<file path="config.mk">
export PLATFORM = sky130hd
export DESIGN_NAME = dedup_set_table
export DESIGN_NICKNAME = d
export VERILOG_FILES = /design/src/rtl/dst_pkg.sv /design/src/rtl/dedup_set_table.sv /design/src/rtl/dst_ram.sv /design/src/rtl/dst_ctrl.sv /design/src/rtl/dst_datapath.sv
export SDC_FILE = /design/constraint.sdc
export NUM_CORES = 2
export LEC_CHECK = 0
export BUFFER_PORTS_ARGS = -buffer_cell sky130_fd_sc_hd__buf_2
export CAP_MARGIN = 25
export CORE_UTILIZATION = 50
export DETAILED_ROUTE_END_ITERATION = 10
export GPL_TIMING_DRIVEN = 0
export PLACE_DENSITY = 0.68
export SYNTH_ARGS = -nofsm -noshare
export SYNTH_HDL_FRONTEND = slang
export SYNTH_HIERARCHICAL = 1
export SYNTH_SLANG_ARGS = --single-unit
</file>
<file path="constraint.sdc">
create_clock -name i_clk -period 4.47 [get_ports i_clk]
set_input_delay 0.2235 -clock i_clk [delete_from_list [all_inputs] [get_ports i_clk]]
set_output_delay 0.2235 -clock i_clk [all_outputs]
set_load 0.03 [all_outputs]
</file>
<file path="src/rtl/dst_pkg.sv">
`default_nettype none
package dst_pkg;

    localparam int CAPACITY    = 64;
    localparam int DATA_W      = 32;
    localparam int ADDR_W      = (CAPACITY > 1) ? $clog2(CAPACITY) : 1;
    localparam int CNT_W       = $clog2(CAPACITY + 1);
    localparam int COUNT_OUT_W = 7;

    localparam logic KIND_INSERT = 1'b0;
    localparam logic KIND_QUERY  = 1'b1;

    typedef struct packed {
        logic load;
        logic search;
        logic commit;
    } t_dp_cmd;

    typedef struct packed {
        logic done;
    } t_dp_sts;

endpackage
`default_nettype wire

</file>
<file path="src/rtl/dedup_set_table.sv">
// Set of up to 64 distinct signed 32-bit values kept in insertion order in a
// single-port-read entry RAM. An insert (kind 0) appends a value not yet
// present, or flags overflow and drops it when the table is full; a query
// (kind 1) only reports presence. One item is worked at a time; the linear
// search, which ends early when a match is found, reads one stored entry per
// cycle through the RAM read port. The result register frees the input side,
// so the next item is taken while a result waits. The count resets to zero; no
// RAM clearing is needed.
`default_nettype none
module dedup_set_table
    import dst_pkg::*;
(
    input  wire logic                     i_clk,
    input  wire logic                     i_rst_n,
    input  wire logic                     i_valid,
    output      logic                     o_ready,
    input  wire logic                     i_kind,
    input  wire logic signed [DATA_W-1:0] i_item_value,
    output      logic                     o_valid,
    input  wire logic                     i_ready,
    output      logic                     o_found,
    output      logic                     o_stored,
    output      logic                     o_overflow,
    output      logic [COUNT_OUT_W-1:0]   o_entry_count
);

    t_dp_cmd cmd;
    t_dp_sts sts;

    dst_ctrl u_ctrl (
        .i_clk       (i_clk),
        .i_rst_n     (i_rst_n),
        .i_in_valid  (i_valid),
        .o_in_ready  (o_ready),
        .o_out_valid (o_valid),
        .i_out_ready (i_ready),
        .o_cmd       (cmd),
        .i_sts       (sts)
    );

    dst_datapath u_dp (
        .i_clk         (i_clk),
        .i_rst_n       (i_rst_n),
        .i_cmd         (cmd),
        .o_sts         (sts),
        .i_kind        (i_kind),
        .i_item_value  (i_item_value),
        .o_found       (o_found),
        .o_stored      (o_stored),
        .o_overflow    (o_overflow),
        .o_entry_count (o_entry_count)
    );

endmodule
`default_nettype wire

</file>
<file path="src/rtl/dst_ram.sv">
`default_nettype none
module dst_ram #(
    parameter int WIDTH = 32,
    parameter int DEPTH = 64
) (
    input  wire logic                             i_clk,
    input  wire logic                             i_wr_en,
    input  wire logic [$clog2(DEPTH > 1 ? DEPTH : 2)-1:0] i_wr_addr,
    input  wire logic [WIDTH-1:0]                 i_wr_data,
    input  wire logic                             i_rd_en,
    input  wire logic [$clog2(DEPTH > 1 ? DEPTH : 2)-1:0] i_rd_addr,
    output      logic [WIDTH-1:0]                 o_rd_data
);

    logic [WIDTH-1:0] r_mem [DEPTH];

    always_ff @(posedge i_clk) begin
        if (i_wr_en) begin
            r_mem[i_wr_addr] <= i_wr_data;
        end
        if (i_rd_en) begin
            o_rd_data <= r_mem[i_rd_addr];
        end
    end

endmodule
`default_nettype wire

</file>
<file path="src/rtl/dst_ctrl.sv">
`default_nettype none
module dst_ctrl
    import dst_pkg::*;
(
    input  wire logic    i_clk,
    input  wire logic    i_rst_n,
    input  wire logic    i_in_valid,
    output      logic    o_in_ready,
    output      logic    o_out_valid,
    input  wire logic    i_out_ready,
    output      t_dp_cmd o_cmd,
    input  wire t_dp_sts i_sts
);

    localparam logic [1:0] ST_IDLE   = 2'd0;
    localparam logic [1:0] ST_SEARCH = 2'd1;
    localparam logic [1:0] ST_FINISH = 2'd2;

    logic [1:0] r_state, n_state;
    logic       r_out_vld, n_out_vld;
    logic       out_free;

    assign out_free    = !r_out_vld || i_out_ready;
    assign o_in_ready  = (r_state == ST_IDLE);
    assign o_out_valid = r_out_vld;

    always_comb begin
        n_state       = r_state;
        n_out_vld     = r_out_vld && !i_out_ready;
        o_cmd.load    = 1'b0;
        o_cmd.search  = 1'b0;
        o_cmd.commit  = 1'b0;
        case (r_state)
            ST_IDLE: begin
                if (i_in_valid) begin
                    o_cmd.load = 1'b1;
                    n_state    = ST_SEARCH;
                end
            end
            ST_SEARCH: begin
                o_cmd.search = 1'b1;
                if (i_sts.done) begin
                    n_state = ST_FINISH;
                end
            end
            ST_FINISH: begin
                if (out_free) begin
                    o_cmd.commit = 1'b1;
                    n_out_vld    = 1'b1;
                    n_state      = ST_IDLE;
                end
            end
            default: begin
                n_state = ST_IDLE;
            end
        endcase
    end

    always_ff @(posedge i_clk) begin
        if (!i_rst_n) begin
            r_state   <= ST_IDLE;
            r_out_vld <= 1'b0;
        end else begin
            r_state   <= n_state;
            r_out_vld <= n_out_vld;
        end
    end

    a_commit_room: assert property (@(posedge i_clk) disable iff (!i_rst_n)
        o_cmd.commit |-> (!r_out_vld || i_out_ready))
        else $error("result overwritten before transfer");

    a_finish_after_search: assert property (@(posedge i_clk) disable iff (!i_rst_n)
        (r_state == ST_FINISH) |-> ($past(r_state) == ST_SEARCH || $past(r_state) == ST_FINISH))
        else $error("finish entered without search");

    a_load_only_idle: assert property (@(posedge i_clk) disable iff (!i_rst_n)
        o_cmd.load |=> (r_state == ST_SEARCH))
        else $error("load did not start search");

endmodule
`default_nettype wire

</file>
<file path="src/rtl/dst_datapath.sv">
`default_nettype none
module dst_datapath
    import dst_pkg::*;
(
    input  wire logic                    i_clk,
    input  wire logic                    i_rst_n,
    input  wire t_dp_cmd                 i_cmd,
    output      t_dp_sts                 o_sts,
    input  wire logic                    i_kind,
    input  wire logic signed [DATA_W-1:0] i_item_value,
    output      logic                    o_found,
    output      logic                    o_stored,
    output      logic                    o_overflow,
    output      logic [COUNT_OUT_W-1:0]  o_entry_count
);

    logic              r_kind;
    logic [DATA_W-1:0] r_value;
    logic [CNT_W-1:0]  r_count;
    logic [CNT_W-1:0]  r_idx;
    logic              r_rd_vld;
    logic              r_found;
    logic              r_out_found;
    logic              r_out_stored;
    logic              r_out_overflow;
    logic [DATA_W-1:0] rd_data;
    logic              hit_now;
    logic              rd_issue;
    logic              is_new;
    logic              wr_en;
    logic              full;

    assign hit_now  = r_rd_vld && (rd_data == r_value);
    assign rd_issue = i_cmd.search && !hit_now && !r_found && (r_idx < r_count);
    assign o_sts.done = hit_now || r_found || (!r_rd_vld && !(r_idx < r_count));
    assign full     = (r_count == CNT_W'(CAPACITY));
    assign is_new   = (r_kind == KIND_INSERT) && !r_found;
    assign wr_en    = i_cmd.commit && is_new && !full;

    dst_ram #(
        .WIDTH (DATA_W),
        .DEPTH (CAPACITY)
    ) u_ram (
        .i_clk     (i_clk),
        .i_wr_en   (wr_en),
        .i_wr_addr (r_count[ADDR_W-1:0]),
        .i_wr_data (r_value),
        .i_rd_en   (rd_issue),
        .i_rd_addr (r_idx[ADDR_W-1:0]),
        .o_rd_data (rd_data)
    );

    always_ff @(posedge i_clk) begin
        if (!i_rst_n) begin
            r_count  <= '0;
            r_rd_vld <= 1'b0;
            r_idx    <= '0;
            r_found  <= 1'b0;
        end else begin
            if (i_cmd.load) begin
                r_idx    <= '0;
                r_rd_vld <= 1'b0;
                r_found  <= 1'b0;
            end else if (i_cmd.search) begin
                r_rd_vld <= rd_issue;
                r_found  <= r_found || hit_now;
                if (rd_issue) begin
                    r_idx <= r_idx + 1'b1;
                end
            end
            if (wr_en) begin
                r_count <= r_count + 1'b1;
            end
        end
    end

    always_ff @(posedge i_clk) begin
        if (i_cmd.load) begin
            r_kind  <= i_kind;
            r_value <= i_item_value;
        end
        if (i_cmd.commit) begin
            r_out_found    <= r_found;
            r_out_stored   <= is_new && !full;
            r_out_overflow <= is_new && full;
        end
    end

    assign o_found       = r_out_found;
    assign o_stored      = r_out_stored;
    assign o_overflow    = r_out_overflow;
    assign o_entry_count = COUNT_OUT_W'(r_count);

    a_count_bound: assert property (@(posedge i_clk) disable iff (!i_rst_n)
        r_count <= CNT_W'(CAPACITY))
        else $error("entry count beyond capacity");

    a_idx_bound: assert property (@(posedge i_clk) disable iff (!i_rst_n)
        r_idx <= r_count)
        else $error("search index past last entry");

    a_count_step: assert property (@(posedge i_clk) disable iff (!i_rst_n)
        !$stable(r_count) |-> $past(wr_en))
        else $error("count changed without a write");

    a_result_excl: assert property (@(posedge i_clk) disable iff (!i_rst_n)
        $past(i_cmd.commit) |-> $countones({r_out_found, r_out_stored, r_out_overflow}) <= 1)
        else $error("conflicting result flags");

endmodule
`default_nettype wire
</file>
==> impl_metrics.toml <==
[route]
drtPass1Iterations = 6
first_iter_violations = 7242
vias = 42500
wl_per_cell_um = 37.7
wl_mm = 240
postRouteAntennaNets = 0
drc = 0
vias_per_cell = 6.67

[power_and_ir_drop]
p_leak_uw = 0.0292
vdd_drop_max_v = 0.000389
power_density_nw_per_um2 = 412

[critical_path]
critPathTopFamily = "simple AND/OR/NAND/NOR gates"
critical_path.max_stage_delay_ns = 0.91
crit_chain = "inv_1 -> ha_1 -> nor4b_1 -> nand3_1 -> and3_1 -> clkbuf_1 -> nor2b_1 -> nand2_1 -> nor2_4 -> buf_12"
critPathRequiredTime_ns = 4.98
path_max_fanout = 18
slowest_stage = "nor2_4"
path_class = "flop to flop"
critical_path_buf_inv_count = 3
worst_setup_path_end_kind = "flop"
start_kind = "flop"
arrival_ns = 5.01

[timing]
skew_ns = 0.0270
finalSetupTns_ns = -0.382
layout_min_cycle_time_ns = 4.50
slew_headroom = 0.194
finalSetupViolations = 17
slew_violations = 0
worst_slack_ns = -0.0296
worst-slew-pin-transition_ns = 1.21
hold_violations = 0
timing.fmax_mhz = 222
period_share = 1.01

[yosys]
ys.flop_type = "edfxtp_1"
synth.lib_cells_used.distinct = 58
async_flop_share = 0
synthTopCellsByArea = "edfxtp_1, mux4_2, mux2i_1, nor2_1, o22ai_1"
synth.largest_area_cell = "edfxtp_1"
netlist_area_sq_um = 81400
syn_inst = 3531
yosys_warnings = 6
syn_avg_cell_area_sq_um = 23.1
synth_seq_cells = 2135
synth_top_area_frac = 0.780
syn-num-nets = 3577
synth_seq_area_share = 0.785
synth-edff-count = 2116

[place]
io_buffers = 48
dpl.cell_count = 5920
placed_area_sq_um = 89000
gp_congestion = 0.962
post-place-ws_ns = -0.00939
dp.final_hpwl_mm = 157

[global_routing]
antenna_found_initial = 5
grt_pass1_wl_mm = 324
grt_max_degree = 37
grt.total_usage = 0.292
grt_pass1_vias = 40800
grt_remaining_overflow = 0

[clock_network]
htreeDepth = 4
cts-root-buf = "clkbuf_16"
cts_tree = "done"
cts_sinks = 2135
path_clk_slew_ns = 0.06
clk_latency_ns = 0.83
cts_buffer_depth = 3
cts_made_buffers = 203

[die]
die_h_um = 406
pin_count = 49
initial_utilization = 0.505
core-area_sq_um = 161000
die_area_sq_um = 164000
row_count = 147
die_w_um = 406

[layout]
finalNetCount = 4089
area_growth_pct = 18.2
fill_cells = 11100
finalInstanceArea_sq_um = 96200
final_layout_size_suffix_gt1_frac = 0.298
ff_latch_area_sq_um = 63900
fin_util = 0.597
fin_cells = 6377
multi_input_area_sq_um = 17100

[worst_hold_path]
hp-class = "input port to flop"

[outcome]
failed_checks = "negative setup slack"
status = "complete, but fails checks"

[run]
maxCapViolCount = 0
==> timing repair <==
item / in CTS / in global routing
setup buffers: 4 / 33
resized for setup: 0 / 0
hold buffers: 38 / 0
pin swaps: 2 / 10
setup endpoints to repair: 35 / 195
hold endpoints to repair: 60 / 0
gates cloned: 0 / 1
==> synth_stat cells (2+ instances only) <==
cell      instances
xnor2_1          33
nor3_1            9
nand2_1          29
o31ai_1           5
or3b_1            2
ha_1              9
nor2b_1          20
o21ai_0           3
a22oi_1          12
o22ai_1          84
nand3_1          13
nand2b_1         15
dfxtp_1          19
o21a_1            2
nand3b_1          6
a21oi_1          70
nor4_1            2
or3_1             4
buf_6             6
o221ai_1         27
inv_1             8
mux2i_1          94
edfxtp_1       2116
nand4_1          10
buf_1            21
buf_2            58
o32ai_1           4
xor2_1            4
or3b_2            3
mux4_2          544
a21o_1            2
a31oi_1           2
clkbuf_1         75
or4_1             5
buf_4            25
and2_1           11
and3_1            7
nor2_1          141
a41o_1            5
a311oi_1          8
==> final cells by class <==
cell class / count / share of cell area
antenna: 2 / 0.0000520
buffer: 186 / 0.00949
sequential: 2135 / 0.664
inverter: 8 / 0.000312
timing repair buffer: 306 / 0.0540
clock inverter: 128 / 0.0108
clock buffer: 249 / 0.0555
tap: 2160 / 0.0281
multi-input combinational: 1203 / 0.177
==> cells in the final DEF, fill, tap and decap left out, types with 10 or more instances in the layout <==
| cell type | count |
|---|---|
| nand4_1 | 10 |
| nor2_4 | 63 |
| nor2b_1 | 20 |
| buf_6 | 10 |
| xnor2_1 | 33 |
| a22oi_1 | 12 |
| a21oi_1 | 70 |
| dlygate4sd3_1 | 38 |
| buf_12 | 75 |
| and2_1 | 10 |
| edfxtp_1 | 2116 |
| clkinv_1 | 59 |
| mux2i_1 | 94 |
| bufinv_16 | 13 |
| o221ai_1 | 27 |
| o22ai_1 | 84 |
| buf_8 | 23 |
| clkinv_2 | 34 |
| nand3_1 | 13 |
| clkbuf_1 | 116 |
| clkbuf_16 | 207 |
| buf_2 | 108 |
| buf_1 | 20 |
| nor2_1 | 78 |
| buf_16 | 90 |
| nand2_1 | 29 |
| nand2b_1 | 15 |
| buf_4 | 52 |
| dfxtp_1 | 19 |
| mux4_2 | 544 |
==> where the power goes <==
| part | switching (uW) | leakage, uW | total (uW) | internal, uW |
|---|---|---|---|---|
| clock network | 7430 | 0.00311 | 16700 | 9250 |
| logic | 485 | 0.00694 | 799 | 314 |
| registers | 108 | 0.0192 | 22200 | 22100 |
==> metal layers <==
metal | GRT usage | routed length, um
met1 | 0.391 | 84700
met2 | 0.445 | 111000
met3 | 0.0771 | 30400
met4 | 0.150 | 14200
met5 | 0 | 52
==> registers in the layout, summed over array words and instances (netlist names) <==
signal,cells
u_dp/r_value,32
u_dp/o_stored,1
u_dp/r_found,1
u_dp/r_kind,1
u_ctrl/o_out_valid,1
u_dp/r_rd_vld,1
u_dp/u_ram/r_mem,2048
u_dp/o_entry_count,7
u_dp/r_idx,7
u_dp/o_overflow,1
u_dp/o_found,1
u_ctrl/r_state,2
u_dp/u_ram/o_rd_data,32
==> per-stage QoR <==
stage	hold slack (ns)	total power, uW
after global routing	0.0763	40600
after global placement	0.401	23100
after detailed placement	0.402	23400
final	0.108	39700
after floorplan	0.322	22800
after CTS	0.0438	39800
==> kinds of logic (layout without fill, tap and decap cells) <==
| kind of cell | count (synthesis) | count (layout) | synth area share |
|---|---|---|---|
| AO/OA/AOI/OAI | 232 | 232 | 0.0189 |
| XOR/XNOR | 38 | 38 | 0.00418 |
| adder cells (fa/ha/maj) | 9 | 9 | 0.00138 |
| buffers and inverters | 194 | 877 | 0.0116 |
| flip-flops | 2135 | 2135 | 0.785 |
| multiplexers | 638 | 638 | 0.162 |
| other | 0 | 2 | 0 |
| AND/OR/NAND/NOR | 285 | 286 | 0.0169 |
==> path summary, 6_finish.rpt <==
path	from	to	slack [ns]	depth (start not counted)
min reg2reg	u_dp/r_idx[6]	u_dp/r_idx[6]	0.50	2
max	u_dp/o_entry_count[0]	u_dp/u_ram/r_mem[10][19]	-0.03	10
max reg2reg	u_dp/o_entry_count[0]	u_dp/u_ram/r_mem[10][19]	-0.03	10
min	i_item_value[25]	u_dp/r_value[25]	0.11	2
Note: power is estimated with default switching activity, not from simulation.
